File: config.mk
export PLATFORM = sky130hd
export DESIGN_NAME = krt_cell
export DESIGN_NICKNAME = d
export VERILOG_FILES = /design/src/hdl/krt_pkg.sv /design/src/hdl/krt_cell.sv
export SDC_FILE = /design/constraint.sdc
export NUM_CORES = 1
export LEC_CHECK = 0
export BUFFER_PORTS_ARGS = -buffer_cell sky130_fd_sc_hd__buf_2
export CORE_AREA = 2 2 115 117
export DETAILED_ROUTE_END_ITERATION = 16
export DIE_AREA = 0 0 117 119
export GPL_ROUTABILITY_DRIVEN = 1
export PLACE_DENSITY = 0.67
export SETUP_SLACK_MARGIN = 0.1
export SLEW_MARGIN = 10
export SYNTH_ARGS = -nofsm -noshare
export SYNTH_HDL_FRONTEND = slang
export SYNTH_SLANG_ARGS = --single-unit
File: constraint.sdc
create_clock -name clk -period 5.9 [get_ports clk]
set_input_delay 1.475 -clock clk [delete_from_list [all_inputs] [get_ports clk]]
set_output_delay 1.475 -clock clk [all_outputs]
set_load 0.05 [all_outputs]
File: src/hdl/krt_pkg.sv
// shared types, codes and sizes for the keyed record table
`timescale 1ns / 1ps

package krt_pkg;

  // default number of record cells
  localparam int KRT_DEPTH = 64;

  // field widths
  localparam int KEY_W = 32;
  localparam int VAL_W = 32;

  // command codes
  typedef enum logic [1:0] {
    CMD_INSERT = 2'd0,
    CMD_UPDATE = 2'd1,
    CMD_DELETE = 2'd2,
    CMD_LIST   = 2'd3
  } cmd_t;

  // result status codes
  typedef enum logic [2:0] {
    ST_OK       = 3'd0,
    ST_FULL     = 3'd1,
    ST_DUP      = 3'd2,
    ST_NOTFOUND = 3'd3,
    ST_EMPTY    = 3'd4
  } status_t;

  // what a cell does at the next edge
  typedef enum logic [2:0] {
    OP_HOLD     = 3'd0,
    OP_LOAD     = 3'd1,
    OP_SET_VAL  = 3'd2,
    OP_TAKE_NB  = 3'd3,
    OP_TAKE_HD  = 3'd4
  } cell_op_t;

  // per-cell control from the sequencer
  typedef struct packed {
    cell_op_t op;
    logic     occ;
  } cell_ctrl_t;

endpackage

File: src/hdl/krt_cell.sv
// one record cell: key and value storage with a local key compare
`timescale 1ns / 1ps

module krt_cell
  import krt_pkg::*;
(
  input  logic             clk,
  input  cell_ctrl_t       ctrl,
  input  logic [KEY_W-1:0] search_key,
  input  logic [KEY_W-1:0] bus_key,
  input  logic [VAL_W-1:0] bus_val,
  input  logic [KEY_W-1:0] nb_key,
  input  logic [VAL_W-1:0] nb_val,
  input  logic [KEY_W-1:0] hd_key,
  input  logic [VAL_W-1:0] hd_val,
  output logic [KEY_W-1:0] key,
  output logic [VAL_W-1:0] val,
  output logic             match
);

  // only an occupied cell may report a hit
  assign match = ctrl.occ && (key == search_key);

  // record storage
  always_ff @(posedge clk) begin
    unique case (ctrl.op)
      OP_LOAD: begin
        key <= bus_key;
        val <= bus_val;
      end
      OP_SET_VAL: begin
        val <= bus_val;
      end
      OP_TAKE_NB: begin
        key <= nb_key;
        val <= nb_val;
      end
      OP_TAKE_HD: begin
        key <= hd_key;
        val <= hd_val;
      end
      default: begin
      end
    endcase
  end

endmodule

==> results.md, run 1 <==
- Status: finished, final reports clean
- Post-Syn Instances: 327
- FP Rows: 42
- Slowest library cell on the worst path: nor4_1
- Crit-path max cell delay: 340 ps
- Hold slack: 1410 ps
- Area fraction of the dominant cell type after synthesis: 56.64%
- Initial antenna violation count: 1
- CP Cell Sequence: buf_2 -> xor2_1 -> nor4_1 -> nand4_1 -> nor3_1 -> buf_2
- Fin crit share: 71.42%
- Startpoint types: primary input
- Fmax: 237.3 MHz
- Finish-stage setup viols: 0
- Remaining antenna violation count: 0
- Port Buf Inserts: 293
- Die W: 117 um
- Vias in the first global route: 3346
- Async set-reset flop share out of synthesis: 0%
- Number of post-CTS setup repair buffers: 0
- RD Place Congestion: 0.7582
- CTS H-tree depth: 3
- Wire per inst: 14.04 um
- Unique masters post-synth: 18
- EDFF count, synth: 64
- Seq/Total Area, Yosys: 56.64%
- Avg Inst Size Synth: 10.38 um2
- Total number of vias: 3463
- RSZ-0062 raised after global routing: no
- Synth top cells by count: nand2_1, a22oi_1, edfxtp_1
- Vias per inst: 4.340
- Post-cts resize count: 0
- Total track usage: 15.64%
- Power per Cell Area: 295.8 mW/mm2
- Max Cap Viol: 0
- Final Max Tran Viols: 0
- Mapped Nets: 556
- First-pass GRT wire length: 16420 um
- CTS sink count: 64
- CP endpoint kind: primary output
- Post-synth top area cell: edfxtp_1
- Drt pass-1 iters: 4
- Area contributors post-synth: edfxtp_1, a22oi_1, nand2_1
- Worst slew margin: 52.54%
- P&R area growth vs syn: 56.53%
- Gr ovfl total: 0
- Min cycle time layout: 4214 ps
- Clock Tree Root: clkbuf_16
- Clock slew seen by the registers of the worst setup and hold paths: 50 ps
- DP HPWL: 8763 um
- CP required: 4430 ps
- Peak supply drop: 114.2 uV
- Post-synth top flop: edfxtp_1
- Nets: 845
- Flops & latches, synth: 64
- Core Region: 0.01287 mm2
- CTS buffer count: 9
- Fillers: 1295
- Crit path max fanout: 1
- DRC viols: 0
- Hold bufs inserted after CTS: 0
- Most frequent cell after synthesis: nand2_1
- Pleak: 2.657 nW
- Worst-Margin Slew: 711.9 ps
- CTS max path bufs: 2
- Overall die height: 119 um
- Layout cells sized above 1: 50.56%
- Warnings, synthesis: 0
- Final WL: 11200 um
- Setup crit start: search_key[18]
- Hold Crit Class: primary input to register
- Mapped Area: 0.003393 mm2
- Critical Path AT: 2740 ps
- Setup TNS: 0 ps
- Die Area: 0.01392 mm2
- CTS tree: built
- Largest net degree at the start of global routing: 66
- Final Hold Fails: 0
- I/O pins: 294
- Initial core utilization: 26.36%
- DRT iter0 DRCs: 109
- Worst hold start: bus_val[9]
- Critical path's most frequent cell: buf_2
- Critical path class: primary input to primary output
## flip-flops by register name, summed over array words and instances (netlist names)
| register | flops |
|---|---|
| val | 32 |
| key | 32 |
## layout by cell type (no fill, tap or decap), drive strengths merged
| cell | instances |
|---|---|
| buf | 298 |
| nand2 | 128 |
| a22oi | 64 |
| edfxtp | 64 |
| xor2 | 31 |
| clkbuf | 11 |
| nor4 | 7 |
| clkinv | 4 |
| nand3 | 2 |
| nor3 | 2 |
| nor2 | 2 |
| xnor2 | 2 |
| diode | 1 |
| nor3b | 1 |
| and3b | 1 |
| nand4 | 1 |
| inv | 1 |
| a21o | 1 |
| bufinv | 1 |
## power breakdown
group	switching, mW	internal [mW]	total, mW
logic	0.328	0.134	0.462
registers	0.0261	0.576	0.602
clock network	0.184	0.322	0.507
total	0.539	1.03	1.57
## area by class of cell
| type | count | area, um2 | share of cell area, % |
|---|---|---|---|
| Antenna cell | 1 | 2.502 | 0.04711 |
| Sequential cell | 64 | 1922 | 36.18 |
| Timing Repair Buffer | 298 | 1504 | 28.32 |
| Multi-Input combinational cell | 242 | 1379 | 25.96 |
| Tap cell | 176 | 220.2 | 4.146 |
| Clock buffer | 11 | 232.7 | 4.382 |
| Inverter | 1 | 3.754 | 0.07067 |
| Clock inverter | 5 | 47.55 | 0.8952 |
## cells by family after synthesis
| logic type | share of synthesized area (%) |
|---|---|
| buf+inv | 3.318 |
| simple gates | 17.15 |
| compound gates | 14.38 |
| xor+xnor | 8.518 |
| flops | 56.64 |
## path summary, 6_finish.rpt
path	slack, ps	cells after the start	to
setup / recovery	1690	6	match
hold / removal	1410	3	val[9]
## metrics by stage
step                      worst slack, ps  std cells  util [%]  total power [mW]  cell area, um2
after floorplan                      1312        327         -            0.9116            3393
after global placement               1695        781     39.06             1.073            5029
after detailed placement             1688        781     39.06             1.078            5029
after CTS                            1685        797     41.23             1.596            5309
after global routing                 1524        797     41.23             1.647            5309
final                                1686        798     41.25             1.571            5311
## layer usage
metal | global-route usage (%) | vias up | wire length (um)
met2 | 28.76 | 183 | 5734
met4 | 5.368 | 0 | 170
met1 | 16.36 | 1507 | 4213
met5 | 0 | - | 0
li1 | - | 1762 | -
met3 | 5.191 | 11 | 1083
## critical path, delay by kind of cell
family | cells | cell delay (ps)
simple gates | 3 | 690
buf+inv | 2 | 390
xor+xnor | 1 | 170
Power figures use the tool's default switching activity.
==> inputs of run 2 (changes only) <==
--- a/config.mk
+++ b/config.mk
@@ -5,12 +5,13 @@
 export SDC_FILE = /design/constraint.sdc
 export NUM_CORES = 1
 export LEC_CHECK = 0
+export ABC_AREA = 1
 export BUFFER_PORTS_ARGS = -buffer_cell sky130_fd_sc_hd__buf_2
-export CORE_AREA = 2 2 115 117
+export CORE_AREA = 2 2 116 118
 export DETAILED_ROUTE_END_ITERATION = 16
-export DIE_AREA = 0 0 117 119
+export DIE_AREA = 0 0 118 120
 export GPL_ROUTABILITY_DRIVEN = 1
-export PLACE_DENSITY = 0.67
+export PLACE_DENSITY = 0.69
 export SETUP_SLACK_MARGIN = 0.1
 export SLEW_MARGIN = 10
 export SYNTH_ARGS = -nofsm -noshare
==> constraint.sdc (replaced) <==
create_clock -name clk -period 4.3 [get_ports clk]
set_input_delay 1.075 -clock clk [delete_from_list [all_inputs] [get_ports clk]]
set_output_delay 1.075 -clock clk [all_outputs]
set_load 0.05 [all_outputs]
==> run 2 against run 1 <==
Sequential share of layout area shrank 2.0 points. Final cell count grew 20%. First-iteration DRC count grew 18%. Synthesized cell count grew 50%. Total power grew 36%. Via count grew 20%. Global-route usage grew 1.9 points. Design area grew 5.9%. Die area grew 1.7%. Hold slack lost 390 ps. Synthesized area grew 10%. Utilization grew 2.1 points.
==> results.md, run 2 <==
- Status: finished, final reports clean
- Gr ovfl total: 0 (unchanged)
- Startpoint types: primary input
- Critical path class: primary input to primary output
- Clock Tree Root: clkbuf_16
- Hold bufs inserted after CTS: 0 (unchanged)
- Commonest cells after routing, fill and taps aside: buf_2, nand2_1, nand3_1
- Final WL: 12500 um (+12%)
- Unique masters post-synth: 18 (unchanged)
- Seq/Total Area, Yosys: 51.32% (-5.3 points)
- DRT iter0 DRCs: 129 (+18%)
- Total track usage: 17.58% (+1.9 points)
- Final Hold Fails: 0 (unchanged)
- Mapped Area: 0.003745 mm2 (+10%)
- Hold Crit Class: primary input to register
- Largest net degree at the start of global routing: 65 (-1.5%)
- Inst Count DP: 943 (+21%)
- CTS sink count: 64 (unchanged)
- EDFF count, synth: 64 (unchanged)
- Vias in the first global route: 4014 (+20%)
- Sequential cell area: 0.001922 mm2 (unchanged)
- Crit path max fanout: 2 (+1)
- CP Cell Sequence: buf_2 -> inv_1 -> or2_2 -> nand3_1 -> nor2_1 -> nand3_1 -> nor2_1 -> buf_2
- RSZ-0062 raised after global routing: no
- Commonest non-fill, non-tap cell in the layout: buf_2
- Post-synth top area cell: edfxtp_1
- CTS buffer count: 9 (unchanged)
- Nets: 1007 (+19%)
- Synth top cells by count: nand2_1, nand3_1, edfxtp_1
- Setup TNS: 0 ps (unchanged)
- FP Rows: 42 (unchanged)
- Final Max Tran Viols: 0 (unchanged)
- CTS H-tree depth: 3 (unchanged)
- Worst slew margin: 47.25% (-5.3 points)
- Die Area: 0.01416 mm2 (+1.7%)
- Remaining antenna violation count: 0 (unchanged)
- Flops & latches, synth: 64 (unchanged)
- DRC viols: 0 (unchanged)
- Max Cap Viol: 0 (unchanged)
- Crit-path max cell delay: 270 ps (-70 ps)
- CTS max path bufs: 2 (unchanged)
- Antenna cell count: 0 (-1)
- RD Place Congestion: 0.8428 (+11%)
- Initial antenna violation count: 1 (unchanged)
- Top Registers: key (32), val (32)
- Post-Syn Instances: 489 (+50%)
- Critical Path AT: 2130 ps (-610 ps)
- DP HPWL: 10090 um (+15%)
- Setup crit end: match
- Avg Inst Size Synth: 7.658 um2 (-26%)
- Post-synth top flop: edfxtp_1
- Worst-Margin Slew: 788.5 ps (+76.65 ps)
- Layout cells sized above 1: 40.74% (-9.8 points)
- Area fraction of the dominant cell type after synthesis: 51.32% (-5.3 points)
- Port Buf Inserts: 293 (unchanged)
- Total number of vias: 4149 (+20%)
- Die W: 118 um (+0.85%)
- Setup crit start: search_key[27]
- I/O pins: 294 (unchanged)
- CP required: 3220 ps (-1210 ps)
- First-pass GRT wire length: 19440 um (+18%)
- Area contributors post-synth: edfxtp_1, nand2_1, nand3_1
- Peak supply drop: 178.3 uV (+56%)
- Min cycle time layout: 3203 ps
- Worst hold start: bus_val[17]
- Pleak: 2.945 nW (+11%)
- Number of post-CTS setup repair buffers: 0 (unchanged)
- Initial core utilization: 28.85% (+2.5 points)
- Overall die height: 120 um (+0.84%)
- Warnings, synthesis: 0 (unchanged)
- Most frequent cell after synthesis: nand2_1
- Async set-reset flop share out of synthesis: 0% (unchanged)
- Fin crit share: 74.50%
- Core Region: 0.01298 mm2 (+0.82%)
- Vias per inst: 4.326 (-0.30%)
- P&R area growth vs syn: 50.25%
- Wire per inst: 13.04 um (-7.1%)
- Power per Cell Area: 379.0 mW/mm2 (+28%)
- CTS tree: built
- Final non-filler cell total: 959 (+20%)
- Finish-stage setup viols: 0 (unchanged)
- Post-cts resize count: 0 (unchanged)
- CP endpoint kind: primary output
- Fmax: 312.2 MHz
- Clock slew seen by the registers of the worst setup and hold paths: 60 ps (about the same)
- Fillers: 1368 (+5.6%)
- Mapped Nets: 718 (+29%)
- Slowest library cell on the worst path: buf_2
- Power Total: 2.133 mW (+36%)
- Drt pass-1 iters: 4 (unchanged)
- Area taken by multi-input logic gates: 0.001535 mm2 (+11%)
run 2: cell types whose count changed in the layout (fill, tap and decap cells not counted), sizes merged, moves of 2 or more:
cell and change:
xor2 -28, nand3 +65, a22oi -64, nor2 +17, or2 +3, nand2 +129
o21ai +5, o211ai +2, clkbuf -2, nor4 -7, inv +41, xnor2 +3
clkinvlp +2
run 2: area by class of cell:
cell class	instances	area share, %
Tap cell	176	3.914
Clock inverter	7	1.112
Clock buffer	9	4.003
Sequential cell	64	34.16
Timing Repair Buffer	298	26.73
Inverter	42	2.802
Multi-Input combinational cell	363	27.28
run 2: metal layers:
metal	part of all wire, %	routed length (um)	vias to the layer above	GRT usage (%)
met2	51	6409	191	32.85
li1	-	-	2133	-
met4	2.1	260	2	6.099
met1	38	4732	1805	18.53
met3	8.7	1086	18	5.608
met5	0.10	13	-	0
run 2: per-stage QoR:
stage	setup slack (ps)	hold WS [ps]	instance area [um2]	util [%]
2_1_floorplan	1064	1265	3745	-
3_3_place_gp	1073	1352	5339	41.13
3_5_place_dp	1082	1356	5339	41.13
4_1_cts	1078	1014	5627	43.35
5_1_grt	950.1	1019	5627	43.35
6_report	1097	1023	5627	43.35
run 2: worst min-delay path by stage:
stage / to / slack (ps) / depth (start not counted)
6_report: val[17] / 1020 / 3
5_1_grt: val[19] / 1020 / 3
4_1_cts: val[17] / 1010 / 3
3_5_place_dp: val[17] / 1360 / 3
3_3_place_gp: val[19] / 1350 / 3
2_1_floorplan: key[0] / 1260 / 2
run 2: cell families after synthesis:
kind of cell,count (synthesis),synth area share (%)
simple gates,347,37.72
flops,64,51.32
xor+xnor,8,1.871
compound gates,8,1.202
buf+inv,62,7.885
run 2: report_power, final:
group | leakage, nW | internal (mW) | switching, mW
sequential | 0.612 | 0.780 | 0.0343
clock | 0.136 | 0.442 | 0.261
combinational | 2.20 | 0.179 | 0.436
run 2: critical path, delay by kind of cell:
family | cells | cell delay [ps]
and+or+nand+nor | 5 | 620
buffers and inverters | 3 | 430
==> inputs of run 3 (changes only) <==
--- a/config.mk
+++ b/config.mk
@@ -7,11 +7,11 @@
 export LEC_CHECK = 0
 export ABC_AREA = 1
 export BUFFER_PORTS_ARGS = -buffer_cell sky130_fd_sc_hd__buf_2
-export CORE_AREA = 2 2 116 118
+export CORE_AREA = 2 2 115 117
 export DETAILED_ROUTE_END_ITERATION = 16
-export DIE_AREA = 0 0 118 120
+export DIE_AREA = 0 0 117 119
 export GPL_ROUTABILITY_DRIVEN = 1
-export PLACE_DENSITY = 0.69
+export PLACE_DENSITY = 0.72
 export SETUP_SLACK_MARGIN = 0.1
 export SLEW_MARGIN = 10
 export SYNTH_ARGS = -nofsm -noshare
==> constraint.sdc (replaced) <==
create_clock -name clk -period 2.75 [get_ports clk]
set_input_delay 0.6875 -clock clk [delete_from_list [all_inputs] [get_ports clk]]
set_output_delay 0.6875 -clock clk [all_outputs]
set_load 0.05 [all_outputs]
==> run 3 against run 2 <==
Critical path depth fell by 2. Largest power group unchanged. Highest routed layer is now met4. Clock-buffer cell count did not move. Wire length rose by 0.92%. Design area rose by 0.60%.
==> results.md, run 3 (synthesis results as in run 2) <==
- Status: finished, final reports clean
- CTS max path bufs: 2 (unchanged)
- Inst Count DP: 943 (unchanged)
- Peak supply drop: 328.7 uV (+84%)
- Final Hold Fails: 0 (unchanged)
- Fillers: 1298 (-5.1%)
- Worst-Margin Slew: 807.2 ps (+18.67 ps)
- Hold depth: 3 (unchanged)
- Utilization after layout: 43.96% (+0.62 points)
- Seq pwr share: 36.8% (-1.4 points)
- Area taken by multi-input logic gates: 0.001535 mm2 (unchanged)
- Overall die height: 119 um (-0.83%)
- Die W: 117 um (-0.85%)
- Clock slew seen by the registers of the worst setup and hold paths: 60 ps (about the same)
- Critical path class: register to primary output
- DP HPWL: 9943 um (-1.4%)
- CTS H-tree depth: 3 (unchanged)
- Hold endpoint: val[8]
- Switching power total: 1.175 mW (+61%)
- Remaining antenna violation count: 0 (unchanged)
- Internal Power: 2.293 mW (+64%)
- Met1 Usage GRT: 19.83% (+1.3 points)
- Max Cap Viol: 0 (unchanged)
- GR peak layer: met2
- Pleak: 2.956 nW (+0.38%)
- CTS tree: built
- Crit path max fanout: 2 (unchanged)
- Final Cell Area: 0.005660 mm2 (+0.60%)
- Power Total: 3.468 mW (+63%)
- Vias per inst: 4.307 (-0.46%)
- DRT iter0 DRCs: 130 (+0.78%)
- Total number of vias: 4130 (-0.46%)
- Total track usage: 17.80% (+0.22 points)
- Worst hold start: bus_val[8]
- Switch share: 33.87% (-0.41 points)
- Hold slack: 632.5 ps (-390.6 ps)
- Setup TNS: 0 ps (unchanged)
- P&R area growth vs syn: 51.15%
- DRC viols: 0 (unchanged)
- CTS sink count: 64 (unchanged)
- Commonest non-fill, non-tap cell in the layout: buf_2
- FP Rows: 42 (unchanged)
- CTS buffer count: 9 (unchanged)
- Comb power frac: 27.7% (-1.2 points)
- Layout cells sized above 1: 41.00% (+0.26 points)
- Clock Tree Root: clkbuf_16
- Number of post-CTS setup repair buffers: 0 (unchanged)
- Initial antenna violation count: 0 (-1)
- M2 GR Usage: 32.33% (-0.52 points)
- RD Place Congestion: 0.8357 (-0.84%)
- Pre-CTS setup slack: 319.8 ps (-762.1 ps)
- Initial core utilization: 29.09% (+0.24 points)
- First-pass GRT wire length: 18700 um (-3.8%)
- Final WS setup: 353.8 ps (-742.9 ps)
- CP endpoint kind: primary output
- Vias in the first global route: 3865 (-3.7%)
- Critical Path AT: 1710 ps (-420 ps)
- Setup crit start: key[4]
- Port Buf Inserts: 293 (unchanged)
- RSZ-0062 raised after global routing: no
- Hold Crit Class: primary input to register
- Final WL: 12620 um (+0.92%)
- Commonest cells after routing, fill and taps aside: buf_2, nand2_1, nand3_1
- Core Region: 0.01287 mm2 (-0.81%)
- CP required: 2060 ps (-1160 ps)
- Startpoint types: register
- Min cycle time layout: 2396 ps
- GRT met3 Usage: 4.784% (-0.82 points)
- Wire per inst: 13.16 um (+0.92%)
- Dpl cell area: 0.005339 mm2 (unchanged)
- Largest net degree at the start of global routing: 65 (unchanged)
- Finish-stage setup viols: 0 (unchanged)
- Drt pass-1 iters: 4 (unchanged)
- Worst slew margin: 46.06% (-1.2 points)
- Hold bufs inserted after CTS: 0 (unchanged)
- Fin crit share: 87.14%
- Power per Cell Area: 612.6 mW/mm2 (+62%)
- Antenna cell count: 0 (unchanged)
- Gr ovfl total: 0 (unchanged)
- Nets: 1007 (unchanged)
- Sequential cell area: 0.001922 mm2 (unchanged)
- Clock share of power: 35.5% (+2.5 points)
- Post-cts resize count: 0 (unchanged)
- Die Area: 0.01392 mm2 (-1.7%)
- I/O pins: 294 (unchanged)
- Final non-filler cell total: 959 (unchanged)
- Fmax: 417.3 MHz
- Top Registers: key (32), val (32)
- Final Max Tran Viols: 0 (unchanged)
-- run 3: changes by cell type in the layout (fill, tap and decap cells not counted), sizes merged --
cell	change
clkinv	-2
bufinv	+1
clkinvlp	+1
-- run 3: critical path, stage by stage, from the launching register on --
cell	delay (ps)
edfxtp_1	450
xnor2_1	170
nand3_1	80
nor2_1	180
nand3_1	110
nor2_1	120
buf_2	270
-- run 3: power groups by stage --
stage / clock, mW / sequential, mW / combinational (mW)
after floorplan: 0 / 1.69 / 0.227
after global placement: 0 / 1.29 / 0.965
after detailed placement: 0 / 1.30 / 0.970
after CTS: 1.27 / 1.28 / 0.971
after global routing: 1.30 / 1.29 / 1.04
final: 1.23 / 1.28 / 0.961
-- run 3: per-layer routing --
layer	vias up	share of wire, %
met5	-	0
met4	0	1.5
met3	16	7.5
met2	200	50
met1	1780	40
li1	2134	-
-- run 3: final cells by class --
class / instances / share of cell area, %
clock buffers: 9 / 3.979
inverters: 42 / 2.785
flip-flops and latches: 64 / 33.95
multi-input cells: 363 / 27.12
clock inverters: 7 / 1.702
repair buffers: 298 / 26.57
well taps: 176 / 3.890
-- run 3: worst max path at each step --
stage / to
detailed placement: match
global route: match
global placement: match
CTS: match
finish: match
floorplan: key[0]
